[src/rtl/core/sjd_pkg.sv]
// ----------------------------------------------------------------------------
// Skeleton junction detector package
// Register map, reset values and the 3x3 neighbourhood tests.
// ----------------------------------------------------------------------------
`default_nettype none

package sjd_pkg;

  // Register map (word index on the configuration port)
  typedef enum logic [1:0] {
    REG_THRESHOLD = 2'd0,
    REG_WIDTH     = 2'd1,
    REG_HEIGHT    = 2'd2
  } sjd_reg_e;

  localparam int unsigned MaxWidthDefault = 1024;

  localparam logic [7:0]  ThresholdReset = 8'd100;
  localparam logic [10:0] WidthReset     = 11'd640;
  localparam logic [15:0] HeightReset    = 16'd480;

  // Smallest frame that has an inner pixel
  localparam logic [15:0] MinHeight = 16'd3;
  localparam logic [10:0] MinWidth  = 11'd3;

  // Window bit k sits at row k/3, column k%3; bit 4 is the centre.
  // Neighbour layout 1 2 3 / 4 . 6 / 7 8 9.
  function automatic logic sjd_match(input logic [8:0] w);
    logic n1, n2, n3, n4, n6, n7, n8, n9;
    logic hit;
    n1 = w[0]; n2 = w[1]; n3 = w[2];
    n4 = w[3]; n6 = w[5];
    n7 = w[6]; n8 = w[7]; n9 = w[8];
    hit = (n1 & n3 & n7 & ~n2 & ~n4)
        | (n1 & n3 & n8 & ~n2)
        | (n1 & n3 & n9 & ~n2 & ~n6)
        | (n1 & n6 & n7 & ~n4)
        | (n1 & n6 & n8)
        | (n1 & n7 & n9 & ~n4 & ~n8)
        | (n2 & n4 & n6)
        | (n2 & n4 & n8)
        | (n2 & n4 & n9)
        | (n2 & n6 & n7)
        | (n2 & n6 & n8)
        | (n2 & n7 & n9 & ~n8)
        | (n3 & n4 & n8)
        | (n3 & n4 & n9 & ~n6)
        | (n3 & n7 & n9 & ~n6 & ~n8)
        | (n4 & n6 & n8);
    return hit;
  endfunction

  // Foreground count among the eight neighbours
  function automatic logic [3:0] sjd_count(input logic [8:0] w);
    logic [3:0] n;
    n = 4'd0;
    for (int k = 0; k < 9; k++) begin
      if (k != 4) begin
        n = n + {3'd0, w[k]};
      end
    end
    return n;
  endfunction

endpackage

`default_nettype wire

[src/rtl/core/skeleton_junction_detector.sv]
// ----------------------------------------------------------------------------
// Skeleton junction detector
// Binarises a raster pixel stream and flags junction points of a one-pixel
// skeleton from a 3x3 window built on two single-bit line memories.
// ----------------------------------------------------------------------------
// Pipeline: an item's line memory read is issued on the accepting edge; the
//   window and pattern test follow in stage 1, which loads the result into
//   the output register when it advances, and the result leaves from there.
// Throughput: one item per cycle unless a result meets a full output, set by
//   one read and one write port per line memory; a read-modify-write of column c per item.
// Reset: rst_ni clears counters, window, pipeline valids and loads the
//   register defaults (threshold 100, 640 x 480). Line memories are not
//   cleared; unwritten entries only reach border centres.
`default_nettype none

module skeleton_junction_detector
  import sjd_pkg::*;
#(
  parameter int unsigned MAX_WIDTH = MaxWidthDefault
) (
  input  wire logic        clk_i,
  input  wire logic        rst_ni,

  // Pixel stream in
  input  wire logic        s_axis_tvalid,
  output logic             s_axis_tready,
  input  wire logic [7:0]  s_axis_tdata,   // [7:0] gray_pixel
  input  wire logic        s_axis_tuser,   // [0] frame_start

  // Result stream out
  output logic             m_axis_tvalid,
  input  wire logic        m_axis_tready,
  output logic [31:0]      m_axis_tdata,   // [0] is_junction, [4:1] neighbour_count,
                                           // [20:5] centre_row, [30:21] centre_col,
                                           // [31] zero

  // Configuration
  input  wire logic        psel,
  input  wire logic        penable,
  input  wire logic        pwrite,
  input  wire logic [3:0]  paddr,
  input  wire logic [31:0] pwdata,
  output logic [31:0]      prdata,
  output logic             pready
);

  localparam int unsigned CW  = (MAX_WIDTH > 1) ? $clog2(MAX_WIDTH) : 1;
  localparam int unsigned CWP = $clog2(MAX_WIDTH + 1);

  // --------------------------------------------------------------------------
  // Configuration registers
  // --------------------------------------------------------------------------
  logic [7:0]  threshold_q;
  logic [10:0] width_q;
  logic [15:0] height_q;
  logic        cfg_wr;
  sjd_reg_e    cfg_reg;

  assign pready  = 1'b1;
  assign cfg_wr  = psel & penable & pwrite & pready;
  assign cfg_reg = sjd_reg_e'(paddr[3:2]);

  always_ff @(posedge clk_i or negedge rst_ni) begin
    if (!rst_ni) begin
      threshold_q <= ThresholdReset;
      width_q     <= WidthReset;
      height_q    <= HeightReset;
    end else if (cfg_wr) begin
      unique case (cfg_reg)
        REG_THRESHOLD: threshold_q <= pwdata[7:0];
        REG_WIDTH:     width_q     <= pwdata[10:0];
        REG_HEIGHT:    height_q    <= pwdata[15:0];
        default: ;
      endcase
    end
  end

  always_comb begin
    unique case (cfg_reg)
      REG_THRESHOLD: prdata = {24'd0, threshold_q};
      REG_WIDTH:     prdata = {21'd0, width_q};
      REG_HEIGHT:    prdata = {16'd0, height_q};
      default:       prdata = 32'd0;
    endcase
  end

  // Effective geometry: width clamped to 3..MAX_WIDTH, height to at least 3
  logic [CWP-1:0] eff_w;
  logic [15:0]    eff_h;

  always_comb begin
    if (width_q < MinWidth) begin
      eff_w = CWP'(MinWidth);
    end else if (32'(width_q) > 32'(MAX_WIDTH)) begin
      eff_w = CWP'(MAX_WIDTH);
    end else begin
      eff_w = CWP'(width_q);
    end
    eff_h = (height_q < MinHeight) ? MinHeight : height_q;
  end

  // --------------------------------------------------------------------------
  // Intake: position, binarise, issue the line memory read
  // --------------------------------------------------------------------------
  logic [CW-1:0] col_q, col_d;
  logic [15:0]   row_q, row_d;
  logic [CW-1:0] c0;
  logic [15:0]   r0;
  logic          cur0;
  logic          emit0;
  logic          border0;
  logic          in_acc;

  // Pipeline stage 1: item whose memory read is in flight
  logic          s1_valid_q;
  logic          s1_emit_q;
  logic          s1_border_q;
  logic          s1_cur_q;
  logic [CW-1:0] s1_c_q;
  logic [15:0]   s1_cr_q;
  logic [CW-1:0] s1_cc_q;
  logic          s1_fwd_q;
  logic          s1_fwd_up_q;
  logic          s1_fwd_mid_q;
  logic          s1_adv;

  logic          rd_up_q;
  logic          rd_mid_q;
  logic          up_eff;
  logic          mid_eff;

  logic          mem_upper  [MAX_WIDTH];
  logic          mem_middle [MAX_WIDTH];

  logic [8:0]    win_q, win_d;
  logic          out_valid_q;
  logic          out_junc_q;
  logic [3:0]    out_count_q;
  logic [15:0]   out_row_q;
  logic [9:0]    out_col_q;
  logic          junc1;

  assign in_acc = s_axis_tvalid & s_axis_tready;

  always_comb begin
    r0      = s_axis_tuser ? 16'd0 : row_q;
    c0      = s_axis_tuser ? '0 : col_q;
    cur0    = (s_axis_tdata <= threshold_q);
    emit0   = (r0 != 16'd0) && (c0 != '0);
    // Centre (r0-1, c0-1) is border when on the first or last row/column
    border0 = (r0 == 16'd1) || (c0 == CW'(1)) || (r0 >= eff_h) ||
              (CWP'(c0) >= eff_w);
    // Advance to the next pixel position
    if ((CWP'(c0) + CWP'(1)) >= eff_w) begin
      col_d = '0;
      row_d = ((17'(r0) + 17'd1) >= 17'(eff_h)) ? 16'd0 : r0 + 16'd1;
    end else begin
      col_d = c0 + CW'(1);
      row_d = r0;
    end
  end

  always_ff @(posedge clk_i or negedge rst_ni) begin
    if (!rst_ni) begin
      col_q <= '0;
      row_q <= 16'd0;
    end else if (in_acc) begin
      col_q <= col_d;
      row_q <= row_d;
    end
  end

  // --------------------------------------------------------------------------
  // Stage 1: read data back, forward the previous write when it hit the
  // same column, write back the shifted column and update the window
  // --------------------------------------------------------------------------
  // An item leaves stage 1 unless it has a result and the output is full
  assign s1_adv        = s1_valid_q & (~s1_emit_q | ~out_valid_q | m_axis_tready);
  assign s_axis_tready = ~s1_valid_q | s1_adv;

  assign up_eff  = s1_fwd_q ? s1_fwd_up_q  : rd_up_q;
  assign mid_eff = s1_fwd_q ? s1_fwd_mid_q : rd_mid_q;

  always_ff @(posedge clk_i or negedge rst_ni) begin
    if (!rst_ni) begin
      s1_valid_q <= 1'b0;
    end else if (s_axis_tready) begin
      s1_valid_q <= s_axis_tvalid;
    end
  end

  always_ff @(posedge clk_i) begin
    if (in_acc) begin
      s1_emit_q    <= emit0;
      s1_border_q  <= border0;
      s1_cur_q     <= cur0;
      s1_c_q       <= c0;
      s1_cr_q      <= r0 - 16'd1;
      s1_cc_q      <= c0 - CW'(1);
      // Read and write of one column in the same cycle: take the new data
      s1_fwd_q     <= s1_adv && (s1_c_q == c0);
      s1_fwd_up_q  <= mid_eff;
      s1_fwd_mid_q <= s1_cur_q;
    end
  end

  // Line memories: one read port, one write port each
  always_ff @(posedge clk_i) begin
    if (in_acc) begin
      rd_up_q  <= mem_upper[c0];
      rd_mid_q <= mem_middle[c0];
    end
    if (s1_adv) begin
      mem_upper[s1_c_q]  <= mid_eff;
      mem_middle[s1_c_q] <= s1_cur_q;
    end
  end

  always_comb begin
    win_d = ((win_q >> 1) & 9'h0DB) | (9'(up_eff) << 2) | (9'(mid_eff) << 5) |
            (9'(s1_cur_q) << 8);
    junc1 = ~s1_border_q & win_d[4] & sjd_match(win_d);
  end

  always_ff @(posedge clk_i or negedge rst_ni) begin
    if (!rst_ni) begin
      win_q <= 9'd0;
    end else if (s1_adv) begin
      win_q <= win_d;
    end
  end

  // --------------------------------------------------------------------------
  // Output register
  // --------------------------------------------------------------------------
  always_ff @(posedge clk_i or negedge rst_ni) begin
    if (!rst_ni) begin
      out_valid_q <= 1'b0;
    end else if (s1_adv && s1_emit_q) begin
      out_valid_q <= 1'b1;
    end else if (m_axis_tready) begin
      out_valid_q <= 1'b0;
    end
  end

  always_ff @(posedge clk_i) begin
    if (s1_adv && s1_emit_q) begin
      out_junc_q  <= junc1;
      out_count_q <= junc1 ? sjd_count(win_d) : 4'd0;
      out_row_q   <= s1_cr_q;
      out_col_q   <= 10'(s1_cc_q);
    end
  end

  assign m_axis_tvalid = out_valid_q;
  assign m_axis_tdata  = {1'b0, out_col_q, out_row_q, out_count_q, out_junc_q};

endmodule

`default_nettype wire
[config.mk]
export PLATFORM = sky130hd
export DESIGN_NAME = skeleton_junction_detector
export DESIGN_NICKNAME = d
export VERILOG_FILES = /design/src/rtl/core/sjd_pkg.sv /design/src/rtl/core/skeleton_junction_detector.sv
export SDC_FILE = /design/constraint.sdc
export NUM_CORES = 2
export LEC_CHECK = 0
export BUFFER_PORTS_ARGS = -buffer_cell sky130_fd_sc_hd__buf_2
export CAP_MARGIN = 15
export CORE_ASPECT_RATIO = 1.2
export CORE_UTILIZATION = 25
export DETAILED_ROUTE_END_ITERATION = 10
export MAX_ROUTING_LAYER = met4
export PLACE_DENSITY_LB_ADDON = 0.12
export SYNTH_ARGS = -nofsm -noshare
export SYNTH_HDL_FRONTEND = slang
export SYNTH_SLANG_ARGS = --single-unit
[constraint.sdc]
create_clock -name clk_i -period 21.8 [get_ports clk_i]
set_clock_uncertainty 0.1 [all_clocks]
set_input_delay 2.18 -clock clk_i [delete_from_list [all_inputs] [get_ports clk_i]]
set_output_delay 2.18 -clock clk_i [all_outputs]
set_load 0.03 [all_outputs]
==> results_dict.tcl <==
set metrics [dict create \
    outcome "finished clean" \
    vias 60200 \
    globalplace.congestion 0.781 \
    grt_start_max_net_pins 172 \
    leakagePower_nw 34.3 \
    cts-resized-gates 0 \
    layout_commonest_cell "edfxtp_1" \
    area_of_the_mapped_netlist_um2 93800 \
    worstMarginPinSlew_ns 1.33 \
    timing.setup.tns_ns 0 \
    wirelength_mm 355 \
    crit_type "input pin to flop" \
    min-delay-path-class "flop to flop" \
    max_cap_viol_count 0 \
    routed_via_density 4.88 \
    grt_setup_unrepaired "no" \
    worst_slew_margin_rel 0.0900 \
    report.final.slew_viol_count 0 \
    first_global_vias 60900 \
    critical_path.top_delay_family "buffers and inverters" \
    area_growth_pct 14.3 \
    crit_path_top_delay_cell "buf_4" \
    cell_seen_most_often_among_critical_path_stages "buf_4" \
    worst-path-buf-inv 5 \
    worstPathRequired_ns 22.35 \
    power_density_nw_per_um2 103 \
    synth-edff-count 2123 \
    cts_htree_levels 4 \
    worst_skew_pair.late_latency_ns 0.94 \
    setup_violations 0 \
    synth_cell_type_count 85 \
    synthesis.instances 7241 \
    chipHeight_um 673 \
    arrival_ns 8.11 \
    crit_path_start_kind "input pin" \
    finish.cell_count_without_fillers 12300 \
    dp_hpwl_mm 200 \
    cts_hold_buf 0 \
    global_route.usage.total 0.189 \
    fill_cells 38300 \
    ys_async_sr_fraction 0.0315 \
    drtPass1Iterations 6 \
    worst_setup_hold_path_clk_slew_ns 0.06 \
    postPlaceCellArea_um2 99800 \
    fmax_mhz 132 \
    finalHoldViolCount 0 \
    max_buffers_root_to_sink 4 \
    share_clk_of_total_power 0.360 \
    netSwitchingPower_w 0.00333 \
    cts_inserted_buffers 237 \
    cts_tree "built" \
    p_sw_frac 0.301 \
    cp_slowest_stage_delay_ns 0.70 \
    drtIter0Drc 5010 \
    antenna_violations_before_repair 23 \
    postRouteAntennaNets 0 \
    clock_tree.root_cell "clkbuf_16" \
    nets 7315 \
    grt_pass1_wl_mm 485 \
    synth_seq_area_share 0.698 \
    dieWidth_um 561 \
    core_area_um2 374000 \
    post_cts_buffers 0 \
    io-pin-count 119 \
    worst-path-max-fanout 92 \
    grt_remaining_overflow 0 \
    syn_avg_cell_area_um2 13.0 \
    final_cell_mix "2123 x edfxtp_1, 1123 x nor2_1, 924 x nand2_1, 393 x mux2i_1, 360 x a21oi_1" \
    yosysWarnings 0 \
    endpoint_kind "flop" \
    peakVddDrop_v 0.0000805 \
    ys.flop_type "edfxtp_1" \
    row_count 246 \
    starting_density_of_the_core 0.251 \
    power.internal_w 0.00775 \
    pwr-share-comb 0.196 \
    final_min_period_over_clock_period 0.347 \
    utilization 0.287 \
    dp_cells 11900 \
    cts.sinks 2192 \
    synth.ff_latch_count 2192 \
    post-route-cell-area_um2 107000 \
    period_needed_ns 7.56 \
    seqPwrFrac 0.445 \
    port-buffer-count 82 \
    drive_gt1_frac 0.112 \
    path_cells "buf_4 > nand2b_4 > inv_16 > buf_12 > buf_4 > buf_4 > mux2i_1 > a32oi_1 > a31oi_1 > a21oi_1 > nor3_1 > o31ai_1 > a311oi_1 > o22ai_1" \
    die_area_um2 378000 \
    detail_route.drc_violations 0 \
    drt-wirelength-per-cell_um 28.7 \
]
## area by class of cell
cell class	instances	area [µm²]	share of cell area
clock buffer	288	6210	0.0579
timing repair buffer	293	2120	0.0198
sequential	2192	65500	0.611
inverter	46	214	0.00200
clock inverter	139	1230	0.0115
antenna	12	30.0	0.000280
multi-input combinational	4412	25700	0.240
tap	4960	6210	0.0579
## logic make-up (layout without fill, tap and decap cells)
| kind of cell | after synthesis | count (layout) | synth area share |
|---|---|---|---|
| AND/OR/NAND/NOR | 2489 | 2489 | 0.108 |
| buffers and inverters | 653 | 766 | 0.0328 |
| other | 2 | 30 | 0.0000801 |
| AO/OA/AOI/OAI | 1251 | 1251 | 0.0862 |
| multiplexers | 511 | 511 | 0.0577 |
| flip-flops | 2192 | 2192 | 0.698 |
| XOR/XNOR | 61 | 61 | 0.00570 |
| adder cells (fa/ha/maj) | 82 | 82 | 0.0111 |
## power groups by stage
stage	registers [W]	logic [W]	clock network, W
2_1_floorplan	0.00525	0.00133	0
3_3_place_gp	0.00502	0.00220	0
3_5_place_dp	0.00502	0.00221	0
4_1_cts	0.00493	0.00221	0.00409
5_1_grt	0.00493	0.00233	0.00422
6_report	0.00493	0.00217	0.00399
## per-layer routing
| layer | track usage | up-vias | share of wire |
|---|---|---|---|
| met5 | - | - | 0 |
| met4 | 0.0466 | 0 | 0.025 |
| met3 | 0.0216 | 412 | 0.048 |
| met2 | 0.318 | 1669 | 0.49 |
| met1 | 0.240 | 31600 | 0.43 |
| li1 | - | 26600 | - |
## synth_stat cells (16+ instances only)
cell type  instances  share of area
a211oi_1         100         0.0080
a21oi_1          360          0.019
a221oi_1          26         0.0024
a22o_1            26         0.0024
a22oi_1           58         0.0046
a311oi_1          48         0.0045
a31oi_1          116         0.0077
a32oi_1           16         0.0015
buf_1             80         0.0032
buf_2            174         0.0093
buf_4             89         0.0071
clkbuf_1         254          0.010
dfrtp_1           60          0.016
edfxtp_1        2123           0.68
ha_1              79          0.011
inv_1             38         0.0015
mux2_2           101          0.012
mux2i_1          393          0.042
nand2_1          960          0.038
nand2b_1          20         0.0013
nand3_1          158         0.0084
nand4_1           30         0.0020
nor2_1          1129          0.045
nor2b_1          101         0.0067
nor3_1            25         0.0013
nor4_1            18         0.0012
o21ai_0          267          0.014
o221ai_1          84         0.0078
xnor2_1           43         0.0040
xor2_1            18         0.0017
## through the flow
stage	hold WS, ns	worst slack [ns]	power (W)
after floorplan	0.300	6.94	0.00658
after global routing	0.331	14.20	0.0115
after CTS	0.318	14.26	0.0112
after global placement	0.303	13.22	0.00722
after detailed placement	0.306	13.25	0.00722
final	0.318	14.24	0.0111
## worst paths after layout
| check | start | to | slack [ns] | depth (start not counted) |
|---|---|---|---|---|
| setup reg to reg | col_q[0]$_DFFE_PN0P_ | rd_mid_q$_DFFE_PP_ | 14.82 | 13 |
| setup / recovery | s_axis_tuser | rd_mid_q$_DFFE_PP_ | 14.24 | 14 |
| max in group asynchronous | rst_ni | col_q[2]$_DFFE_PN0P_ | 19.53 | 1 |
| hold reg to reg | s1_cr_q[12]$_DFFE_PP_ | out_row_q[12]$_DFFE_PP_ | 0.32 | 0 |
| hold / removal | s1_cr_q[12]$_DFFE_PP_ | out_row_q[12]$_DFFE_PP_ | 0.32 | 0 |
| min in group asynchronous | rst_ni | m_axis_tvalid$_DFFE_PN0P_ | 1.30 | 1 |
## registers in the layout, indices dropped and copies added, names as in the netlist, 4 cells and up
name and flops:
win_q 6, out_row_q 16, out_col_q 10, s1_cc_q 10, mem_middle 1024, col_q 10, row_q 16, out_count_q 4
s1_c_q 10, s1_cr_q 16, width_q 11, mem_upper 1024, height_q 16, threshold_q 8
Note: power is estimated with default switching activity, not from simulation.
